===== src/hw/rtl/c8ic_pkg.sv =====
// ----------------------------------------------------------------------------
// c8ic_pkg
// Shared types, codes and constants of the CHIP-8 instruction core.
// ----------------------------------------------------------------------------
package c8ic_pkg;

   localparam int MEM_BYTES       = 4096;
   localparam int ADDR_W          = 12;
   localparam int STACK_DEPTH_DEF = 16;
   localparam int SCREEN_WIDTH    = 64;
   localparam int SCREEN_HEIGHT   = 32;
   localparam int ROW_W           = 5;
   localparam int PC_W            = 13;
   localparam int SP_W            = 5;
   localparam int CNT_W           = 4;
   localparam int NUM_REGS        = 16;

   localparam logic [PC_W-1:0] PC_RESET = 13'h200;

   localparam logic [1:0] MODE_LOAD = 2'd0;
   localparam logic [1:0] MODE_EXEC = 2'd1;
   localparam logic [1:0] MODE_TICK = 2'd2;
   localparam logic [1:0] MODE_ROW  = 2'd3;

   localparam logic [1:0] ST_OK         = 2'd0;
   localparam logic [1:0] ST_WAIT_KEY   = 2'd1;
   localparam logic [1:0] ST_STACK_HALT = 2'd2;
   localparam logic [1:0] ST_PC_HALT    = 2'd3;

   localparam logic [7:0] OPC_CLS       = 8'hE0;
   localparam logic [7:0] OPC_RET       = 8'hEE;
   localparam logic [7:0] OPC_SKP       = 8'h9E;
   localparam logic [7:0] OPC_SKNP      = 8'hA1;
   localparam logic [7:0] OPC_GET_DT    = 8'h07;
   localparam logic [7:0] OPC_WAIT_KEY  = 8'h0A;
   localparam logic [7:0] OPC_SET_DT    = 8'h15;
   localparam logic [7:0] OPC_SET_ST    = 8'h18;
   localparam logic [7:0] OPC_ADD_I     = 8'h1E;
   localparam logic [7:0] OPC_FONT      = 8'h29;
   localparam logic [7:0] OPC_BCD       = 8'h33;
   localparam logic [7:0] OPC_STORE     = 8'h55;
   localparam logic [7:0] OPC_FILL      = 8'h65;

   typedef struct packed {
      logic [1:0]        mode;
      logic [ADDR_W-1:0] address;
      logic [7:0]        load_byte;
      logic [15:0]       key_mask;
      logic [7:0]        random_byte;
   } req_type;

   typedef struct packed {
      logic [PC_W-1:0]         program_counter;
      logic [15:0]             fetched_opcode;
      logic [1:0]              status;
      logic                    draw_flag;
      logic                    sound_active;
      logic [SCREEN_WIDTH-1:0] display_row;
   } rsp_type;

   typedef enum logic [4:0] {
      CMD_NONE, CMD_START, CMD_LOAD, CMD_TICK, CMD_ROW_RD, CMD_ROW_CAP,
      CMD_PC_HALT, CMD_FETCH0, CMD_FETCH1, CMD_FETCH2, CMD_RDX, CMD_RDY,
      CMD_RDW, CMD_EXEC, CMD_DRAW_RD, CMD_DRAW_WR, CMD_BCD, CMD_STORE_RD,
      CMD_STORE_WR, CMD_FILL_RD, CMD_FILL_WR, CMD_WRF, CMD_WRX, CMD_RESP
   } cmd_type;

   typedef enum logic [2:0] {
      CL_SIMPLE, CL_DRAW, CL_BCD, CL_STORE, CL_FILL
   } class_type;

   typedef struct packed {
      logic [1:0] mode;
      logic       halted;
      logic       pc_oob;
      class_type  op_class;
      logic       draw_empty;
      logic       cnt_last;
      logic       rsp_busy;
   } dp_status_type;

endpackage


===== src/hw/rtl/c8ic_ctrl.sv =====
// ----------------------------------------------------------------------------
// c8ic_ctrl
// Sequencer: steps load, tick and row transfers, and walks an execute through
// fetch, operand read, execute and the multi-step sprite, BCD, store and fill loops.
// ----------------------------------------------------------------------------
module c8ic_ctrl (
   input  logic                   clock,
   input  logic                   reset,
   input  logic                   req_valid,
   output logic                   req_ready,
   input  c8ic_pkg::dp_status_type dp_status,
   output c8ic_pkg::cmd_type      cmd
);
   import c8ic_pkg::*;

   typedef enum logic [20:0] {
      S_IDLE     = 21'h000001,
      S_DISPATCH = 21'h000002,
      S_FETCH0   = 21'h000004,
      S_FETCH1   = 21'h000008,
      S_FETCH2   = 21'h000010,
      S_RDX      = 21'h000020,
      S_RDY      = 21'h000040,
      S_RDW      = 21'h000080,
      S_EXEC     = 21'h000100,
      S_DRAW_RD  = 21'h000200,
      S_DRAW_WR  = 21'h000400,
      S_BCD      = 21'h000800,
      S_STORE_RD = 21'h001000,
      S_STORE_WR = 21'h002000,
      S_FILL_RD  = 21'h004000,
      S_FILL_WR  = 21'h008000,
      S_WRF      = 21'h010000,
      S_WRX      = 21'h020000,
      S_ROW_RD   = 21'h040000,
      S_ROW_CAP  = 21'h080000,
      S_DONE     = 21'h100000
   } state_type;

   state_type state_ff, state_in;

   always_comb begin
      state_in = state_ff;
      cmd      = CMD_NONE;
      case (state_ff)
         S_IDLE: begin
            if (req_valid) begin
               cmd      = CMD_START;
               state_in = S_DISPATCH;
            end
         end
         S_DISPATCH: begin
            case (dp_status.mode)
               MODE_LOAD: begin
                  cmd      = CMD_LOAD;
                  state_in = S_DONE;
               end
               MODE_TICK: begin
                  cmd      = CMD_TICK;
                  state_in = S_DONE;
               end
               MODE_ROW: begin
                  state_in = S_ROW_RD;
               end
               MODE_EXEC: begin
                  if (dp_status.halted) begin
                     state_in = S_DONE;
                  end else if (dp_status.pc_oob) begin
                     cmd      = CMD_PC_HALT;
                     state_in = S_DONE;
                  end else begin
                     state_in = S_FETCH0;
                  end
               end
               default: state_in = S_DONE;
            endcase
         end
         S_ROW_RD: begin
            cmd      = CMD_ROW_RD;
            state_in = S_ROW_CAP;
         end
         S_ROW_CAP: begin
            cmd      = CMD_ROW_CAP;
            state_in = S_DONE;
         end
         S_FETCH0: begin
            cmd      = CMD_FETCH0;
            state_in = S_FETCH1;
         end
         S_FETCH1: begin
            cmd      = CMD_FETCH1;
            state_in = S_FETCH2;
         end
         S_FETCH2: begin
            cmd      = CMD_FETCH2;
            state_in = S_RDX;
         end
         S_RDX: begin
            cmd      = CMD_RDX;
            state_in = S_RDY;
         end
         S_RDY: begin
            cmd      = CMD_RDY;
            state_in = S_RDW;
         end
         S_RDW: begin
            cmd      = CMD_RDW;
            state_in = S_EXEC;
         end
         S_EXEC: begin
            cmd = CMD_EXEC;
            case (dp_status.op_class)
               CL_DRAW:  state_in = dp_status.draw_empty ? S_WRF : S_DRAW_RD;
               CL_BCD:   state_in = S_BCD;
               CL_STORE: state_in = S_STORE_RD;
               CL_FILL:  state_in = S_FILL_RD;
               default:  state_in = S_WRF;
            endcase
         end
         S_DRAW_RD: begin
            cmd      = CMD_DRAW_RD;
            state_in = S_DRAW_WR;
         end
         S_DRAW_WR: begin
            cmd      = CMD_DRAW_WR;
            state_in = dp_status.cnt_last ? S_WRF : S_DRAW_RD;
         end
         S_BCD: begin
            cmd      = CMD_BCD;
            state_in = dp_status.cnt_last ? S_DONE : S_BCD;
         end
         S_STORE_RD: begin
            cmd      = CMD_STORE_RD;
            state_in = S_STORE_WR;
         end
         S_STORE_WR: begin
            cmd      = CMD_STORE_WR;
            state_in = dp_status.cnt_last ? S_DONE : S_STORE_RD;
         end
         S_FILL_RD: begin
            cmd      = CMD_FILL_RD;
            state_in = S_FILL_WR;
         end
         S_FILL_WR: begin
            cmd      = CMD_FILL_WR;
            state_in = dp_status.cnt_last ? S_DONE : S_FILL_RD;
         end
         S_WRF: begin
            cmd      = CMD_WRF;
            state_in = S_WRX;
         end
         S_WRX: begin
            cmd      = CMD_WRX;
            state_in = S_DONE;
         end
         S_DONE: begin
            if (!dp_status.rsp_busy) begin
               cmd      = CMD_RESP;
               state_in = S_IDLE;
            end
         end
         default: state_in = S_IDLE;
      endcase
   end

   always_ff @(posedge clock) begin
      if (reset) begin
         state_ff <= S_IDLE;
      end else begin
         state_ff <= state_in;
      end
   end

   assign req_ready = (state_ff == S_IDLE);

endmodule


===== config.mk =====
export PLATFORM = sky130hd
export DESIGN_NAME = c8ic_ctrl
export DESIGN_NICKNAME = d
export VERILOG_FILES = /design/src/hw/rtl/c8ic_pkg.sv /design/src/hw/rtl/c8ic_ctrl.sv
export SDC_FILE = /design/constraint.sdc
export NUM_CORES = 1
export LEC_CHECK = 0
export BUFFER_PORTS_ARGS = -buffer_cell sky130_fd_sc_hd__buf_2
export CAP_MARGIN = 10
export CORE_MARGIN = 2
export CORE_UTILIZATION = 40
export CTS_CLUSTER_SIZE = 28
export DETAILED_ROUTE_END_ITERATION = 8
export GPL_TIMING_DRIVEN = 0
export PLACE_DENSITY = 0.67
export SYNTH_ARGS = -nofsm -noshare
export SYNTH_HDL_FRONTEND = slang
export SYNTH_SLANG_ARGS = --single-unit
export TNS_END_PERCENT = 50

===== constraint.sdc =====
create_clock -name clock -period 2.8 [get_ports clock]
set_clock_uncertainty 0.05 [all_clocks]
set_input_delay 0.56 -clock clock [delete_from_list [all_inputs] [get_ports clock]]
set_output_delay 0.56 -clock clock [all_outputs]
set_load 0.05 [all_outputs]

== After elaboration in Yosys (flattened, before gate mapping) ==
Cells that the tools add are included.

* Register bits after elaboration: 21
* Input bits: 13

* Equality and inequality tests: 30
* Mux-type cells: 18
* Reduce and logical (&&, ||, !) cells: 4

{| class="wikitable"
|+ Operator list
! cell !! number
|-
| 21-bit one-hot mux with 20 select lines || 1
|-
| 21-bit 2-to-1 mux || 7
|-
| 5-bit one-hot mux with 21 select lines || 1
|-
| 17-bit one-hot mux with 4 select lines || 1
|-
| 21-bit one-hot mux with 3 select lines || 1
|-
| 17-bit 2-to-1 mux || 2
|-
| 21-bit by 1-bit equality test with 1-bit output (second input constant) || 1
|-
| 21-bit by 10-bit equality test with 1-bit output (second input constant) || 1
|-
| 21-bit by 11-bit equality test with 1-bit output (second input constant) || 1
|-
| 21-bit by 12-bit equality test with 1-bit output (second input constant) || 1
|-
| 21-bit by 13-bit equality test with 1-bit output (second input constant) || 1
|-
| 21-bit by 14-bit equality test with 1-bit output (second input constant) || 1
|-
| 21-bit by 15-bit equality test with 1-bit output (second input constant) || 1
|-
| 21-bit by 16-bit equality test with 1-bit output (second input constant) || 1
|-
| 21-bit by 17-bit equality test with 1-bit output (second input constant) || 1
|-
| 21-bit by 18-bit equality test with 1-bit output (second input constant) || 1
|-
| 21-bit by 19-bit equality test with 1-bit output (second input constant) || 1
|-
| 21-bit by 2-bit equality test with 1-bit output (second input constant) || 1
|-
| 21-bit by 20-bit equality test with 1-bit output (second input constant) || 1
|-
| 21-bit equality test (second input constant) || 1
|-
| 21-bit by 3-bit equality test with 1-bit output (second input constant) || 1
|-
| 21-bit by 4-bit equality test with 1-bit output (second input constant) || 1
|-
| 21-bit by 5-bit equality test with 1-bit output (second input constant) || 1
|-
| 21-bit by 6-bit equality test with 1-bit output (second input constant) || 1
|-
| 16 further kinds || 21
|}

== Longest topological paths before layout ==
Gate-level depths: netlist of run 1.

* Depth in word-level cells: 4
* Depth in mapped cells: 7

== Worst setup path after synthesis of run 1 ==
Ideal clock, no wire load.

* Path type: register -> output
* From: register state_ff[4]
* To: output cmd[2]
* Data arrival time: 2.329 ns
* Data required time: 2.190 ns
* Setup slack: -0.139 ns
* Cell stages (with the launch flop): 7
* Buffers on the path: 2
* Path through: dfxtp_1 -> buf_6 -> nor4_4 -> and4_2 -> clkbuf_1 -> nand4_1 -> o2111ai_1

* Cells in the longest elaborated chain, start to end: 2
* Elaborated cells on any way between the ends: 22
* Those cells by class: eq/ne (21); mux (1)

{| class="wikitable"
|+ RTL lines
! element !! line !! source
|-
| from (decl) || c8ic_ctrl.sv:40 || <nowiki>state_type state_ff, state_in;</nowiki>
|-
| from (signal assigned) || c8ic_ctrl.sv:170 || <nowiki>state_ff <= state_in;</nowiki>
|-
| 21-bit equality test, or another cell as far along || c8ic_ctrl.sv:45 || <nowiki>case (state_ff)</nowiki>
|-
| 5-bit one-hot mux with 21 select lines (*) || c8ic_ctrl.sv:45 ||
|-
| to (decl) || c8ic_ctrl.sv:12 || <nowiki>output c8ic_pkg::cmd_type cmd</nowiki>
|}

Every way passes the cells marked *; elsewhere a longest branch is shown, timed or not.

== Worst setup path after layout of run 1 ==
* From: register state_ff[0]
* To: output cmd[1]

The elaborated chain is that of the path after synthesis.

==> results of run 1 <==
cell type report:
class                   instances  area [sq um]
fillers                       344          1727
multi-input cells             146          1077
flip-flops and latches         21         444.2
repair buffers                 29         217.7
well taps                      48         60.06
clock buffers                   4         45.04
plain buffers                   4         23.77
inverters                       3         11.26
path summary, 6_finish.rpt:
kind / startpoint / endpoint / slack [ps] / cells past startpoint
max: state_ff[0] / cmd[1] / -210 / 6
min: dp_status[6] / state_ff[2] / 440 / 2
max reg2reg: state_ff[14] / state_ff[9] / 570 / 6
min reg2reg: state_ff[17] / state_ff[19] / 450 / 1
repair_timing:
action                     CTS  global route
resized for setup           39             7
setup buffers               10             2
pin swaps                    8             1
setup endpoints to repair    6             5
synthesized netlist by cell type (all sizes together):
master   instances
dfxtp           21
nor2            16
nor4            11
nand3           10
or4             10
nand2            9
nand2b           8
nand4            8
nor3             8
clkbuf           6
a21oi            5
and3             5
nor2b            5
nor4b            5
xnor2            5
o21ai            4
or3              4
buf              3
inv              3
nand3b           3
o32a             3
or4b             3
and2             2
and4             2
nor3b            2
xor2             2
a2111o           1
a21o             1
a22o             1
a311o            1
a31oi            1
a32o             1
a41oi            1
nand4b           1
o2111ai          1
o211a            1
o211ai           1
o21a             1
o221ai           1
o311a            1
o31ai            1
or2              1
layer usage:
metal  share of wire [%]  vias up  track usage (%)
met2                  48       42            32.35
li1                    -      753                -
met1                  45      756            28.66
met3                 5.6        5            3.472
met5                   0        -                0
met4                 1.0        0            7.713
kinds of logic after synthesis:
kind of cell	after synthesis	synth area share, %
AND/OR/NAND/NOR	113	49.87
AO/OA/AOI/OAI	26	13.49
flip-flops	21	28.50
buffers and inverters	12	3.986
XOR/XNOR	7	4.156
power breakdown:
group	total [mW]	internal (mW)	switching (mW)
combinational	0.185	0.0767	0.108
clock	0.202	0.101	0.101
sequential	0.311	0.301	0.0102
through the flow:
stage / worst slack (ps) / instances / total power [mW] / area [sq um] / hold slack [ps]
after floorplan: -76.44 / 179 / 0.4333 / 1481 / 417.1
after global placement: -264.9 / 244 / 0.4734 / 1627 / 457.7
after detailed placement: -273.4 / 244 / 0.4747 / 1627 / 460.8
after CTS: -209.4 / 253 / 0.6976 / 1844 / 430.5
after global routing: -279.1 / 255 / 0.7343 / 1879 / 462.2
final: -213.1 / 255 / 0.6990 / 1879 / 436.7
critical path: stages, from the launching register on:
cell and delay [ps]:
dfxtp_2 360, or4_4 570, or3_1 370, or4_4 430, nand4_1 120, or4b_4 150, buf_8 140
==> flow_metrics.tcl, run 1 <==
set metrics [dict create \
    cts-buffers-inserted 3 \
    diodes 0 \
    die_area_sq_um 4190 \
    critPathArrivalTime_ps 2400 \
    largest_register_ffs 21 \
    grt_max_degree 12 \
    synth_nets 192 \
    violations "negative setup slack" \
    leakagePower_nw 0.7197 \
    ys_seq_area_share_pct 28.50 \
    antenna_left 0 \
    slew_viol_final 0 \
    fin_ws_ps -213.1 \
    ir_worst_vdd_v 0.0001999 \
    hold_violations 0 \
    finalCriticalPeriod_ps 3013 \
    start_util_pct 40.91 \
    nets 221 \
    grt.total_usage_pct 20.77 \
    gp_congestion 0.8805 \
    antenna_found_initial 0 \
    cts.clk_slew.worst_paths_ps 80 \
    grt_pass1_vias 1454 \
    synthTopCellsByArea "dfxtp_1 28%, nor2_1 4.1%, or4_1 4.1%" \
    port_buffers 17 \
    ys_seq_elements 21 \
    worstSetupStartpointType "flop" \
    tightest_slew_ps 562.1 \
    drv_cap 0 \
    clock_sinks 21 \
    die_w_um 64.73 \
    routed_wl_um 4039 \
    cts_tree "done" \
    clock_path_buffers 2 \
    post_drt_wl_per_cell_um 15.84 \
    ioPinCount 19 \
    required_ps 2190 \
    core_area_sq_um 3606 \
    yosys.area.top_type_share_pct 28.50 \
    maxSlewHeadroom_pct 62.53 \
    endpoint_kind "output port" \
    clk_latency_ps 260 \
    hold_path_class "in2reg" \
    utilization_pct 52.12 \
    rsz0062_at_grt "true" \
    drcViolationCount 0 \
    crit_fanout 6 \
    via_per_inst 6.102 \
    syn_area_per_cell_sq_um 8.241 \
    gr-total-overflow 0 \
    num_vias 1556 \
    yosysTopAreaCell "dfxtp_1" \
    status "finished, violations left" \
    drtPass1Iterations 4 \
    finalCritPeriodShare_pct 107.6 \
    synth_cells 179 \
    crit_type "reg2out" \
    syn_area_sq_um 1475 \
    cts_hold_buf 0 \
    setup_viol 5 \
    grt_pass1_wl_um 6913 \
    cts_root_buf "clkbuf_8" \
    layout_common_cells "16 x nor2_1, 12 x buf_2, 11 x buf_4" \
    dp_hpwl_um 2819 \
    htreeDepth 1 \
    powerDensity_nw_per_um2 371.9 \
    regMostFlops "state_ff" \
    final.setup.tns_ps -654.6 \
    ys_types 54 \
    maxClockFrequency_mhz 331.9 \
    final_layout_size_suffix_gt1_share_pct 34.78 \
    ys_warn_count 0 \
    reg.largest.list "state_ff x21" \
    die_h_um 64.73 \
    layout_commonest_cell "nor2_1" \
    row_count 22 \
    area_growth_pct 27.40 \
    drtIter0Drc 96 \
]
Note: power is estimated with default switching activity, not from simulation.
==> inputs of run 2 (changes only) <==
--- a/config.mk
+++ b/config.mk
@@ -8,11 +8,11 @@
 export BUFFER_PORTS_ARGS = -buffer_cell sky130_fd_sc_hd__buf_2
 export CAP_MARGIN = 10
 export CORE_MARGIN = 2
-export CORE_UTILIZATION = 40
+export CORE_UTILIZATION = 57
 export CTS_CLUSTER_SIZE = 28
 export DETAILED_ROUTE_END_ITERATION = 8
 export GPL_TIMING_DRIVEN = 0
-export PLACE_DENSITY = 0.67
+export PLACE_DENSITY = 0.87
 export SYNTH_ARGS = -nofsm -noshare
 export SYNTH_HDL_FRONTEND = slang
 export SYNTH_SLANG_ARGS = --single-unit
==> flow_metrics.tcl, run 2 (synthesis results as in run 1) <==
set metrics [dict create \
    status "finished, violations left" \
    violations "negative setup slack" \
    dpl_cell_area_sq_um 1604 \
    drtPass1Iterations 5 \
    antenna_left 0 \
    clock_sinks 21 \
    gp_congestion 0.9126 \
    setup_viol 5 \
    die_area_sq_um 3011 \
    ir_worst_vdd_v 0.0003630 \
    final.setup.tns_ps -1343 \
    fin_ws_ps -351.8 \
    cts_hold_buf 0 \
    grt_max_degree 12 \
    port_buffers 17 \
    switchingPower_mw 0.2342 \
    startpoint "state_ff[2]" \
    dp_hpwl_um 3003 \
    crit_type "reg2out" \
    antenna_found_initial 0 \
    drcViolationCount 0 \
    cp.buffers_inverters 1 \
    tightest_slew_ps 580.3 \
    powerDensity_nw_per_um2 355.5 \
    rsz0062_at_grt "true" \
    drv_cap 0 \
    slew_viol_final 0 \
    design_area_sq_um 1928 \
    ioPinCount 19 \
    gr-total-overflow 0 \
    layout_common_cells "20 x buf_4, 15 x nor2_1, 11 x buf_2" \
    maxSlewHeadroom_pct 61.32 \
    min_from "dp_status[6]" \
    htreeDepth 1 \
    hold_violations 0 \
    die_w_um 54.87 \
    routed_wl_um 5028 \
    swShare_pct 34.17 \
    row_count 18 \
    pwr-share-clk_pct 22.4 \
    seqPwrFrac_pct 45.2 \
    cp_cell_sequence "or4_4 -> or3_1 -> or4_1 -> nand4_1 -> or4b_4 -> buf_8" \
    diodes 0 \
    final_layout_size_suffix_gt1_share_pct 39.81 \
    reg.largest.list "state_ff x21" \
    critPathArrivalTime_ps 2540 \
    cp_top_family "simple AND/OR/NAND/NOR gates" \
    via_per_inst 7.268 \
    die_h_um 54.87 \
    regArea_sq_um 455.4 \
    area_growth_pct 30.70 \
    post_drt_wl_per_cell_um 20.44 \
    multi_input_area_sq_um 1089 \
    cts_tree "done" \
    hold_path_class "in2reg" \
    cts_root_buf "clkbuf_4" \
    dp_slack_ps -252.2 \
    cts.clk_slew.worst_paths_ps 120 \
    largest_register_ffs 21 \
    nets 230 \
    drtIter0Drc 162 \
    maxClockFrequency_mhz 317.3 \
    combPwrFrac_pct 32.3 \
    grt_pass1_wl_um 7465 \
    endpoint_kind "output port" \
    layout_commonest_cell "buf_4" \
    finalCriticalPeriod_ps 3152 \
    leakagePower_nw 0.7519 \
    grt_pass1_vias 1606 \
    clk_latency_ps 320 \
    required_ps 2190 \
    finalCritPeriodShare_pct 112.6 \
    cts-buffers-inserted 3 \
    worstSetupStartpointType "flop" \
    grt.total_usage_pct 35.13 \
    cp_slowest_cell "or4_4" \
    nFillCells 146 \
    fin_hold_ws_ps 368.7 \
    crit_fanout 4 \
    cellInternalPower_mw 0.4512 \
    core_area_sq_um 2455 \
    cpPeakStageDelay_ps 570 \
    clock_path_buffers 2 \
    finalPower_mw 0.6854 \
    start_util_pct 60.09 \
    timing.rr.start "state_ff[10]" \
    num_vias 1788 \
    regMostFlops "state_ff" \
]
## run 2: changes by cell type in the layout (fill, tap and decap cells not counted), sizes merged
| cell | delta |
|---|---|
| buf | +8 |
| clkbuf | +1 |
## run 2: worst reg2reg max path: stages (launching register included)
cell	delay [ps]
dfxtp_1	410
nor4_4	370
nand3_2	140
or4_4	440
buf_4	150
buf_6	110
buf_4	120
or3_1	340
a41oi_1	200
## run 2: layer usage
layer,up-vias,share of wire (%),GRT usage [%]
met1,826,37,41.23
met4,0,5.6,22.92
met2,143,46,55.36
li1,773,-,-
met3,46,11,9.836
met5,-,0,0
## run 2: final timing paths
path                        to  slack, ps  cells after the start
setup / recovery        cmd[1]       -350                      6
setup reg to reg  state_ff[20]        400                      8
hold reg to reg   state_ff[19]        500                      1
hold / removal     state_ff[2]        370                      2
## run 2: repair_timing
action / CTS / global route
pin swaps: 12 / 2
endpoints found under the setup margin: 6 / 6
gates resized for setup: 46 / 11
buffers inserted: 18 / 2
endpoints found under the hold margin: 0 / 0
## run 2: layout make-up
cell class	instances	share of cell area, %
Buffer	5	1.298
Inverter	3	0.5840
Timing Repair Buffer	37	14.73
Tap cell	30	1.947
Clock buffer	4	1.363
Multi-Input combinational cell	146	56.46
Sequential cell	21	23.62
## run 2: power groups by stage
stage	registers (mW)	logic (mW)	clock network, mW
3_5_place_dp	0.320	0.155	0
2_1_floorplan	0.317	0.116	0
5_1_grt	0.311	0.231	0.163
3_3_place_gp	0.320	0.149	0
4_1_cts	0.309	0.192	0.152
6_report	0.310	0.222	0.154
## run 2: through the flow
stage / util [%] / cells
2_1_floorplan: - / 179
3_3_place_gp: 65.34 / 226
3_5_place_dp: 65.34 / 226
4_1_cts: 76.35 / 244
5_1_grt: 78.54 / 246
6_report: 78.54 / 246
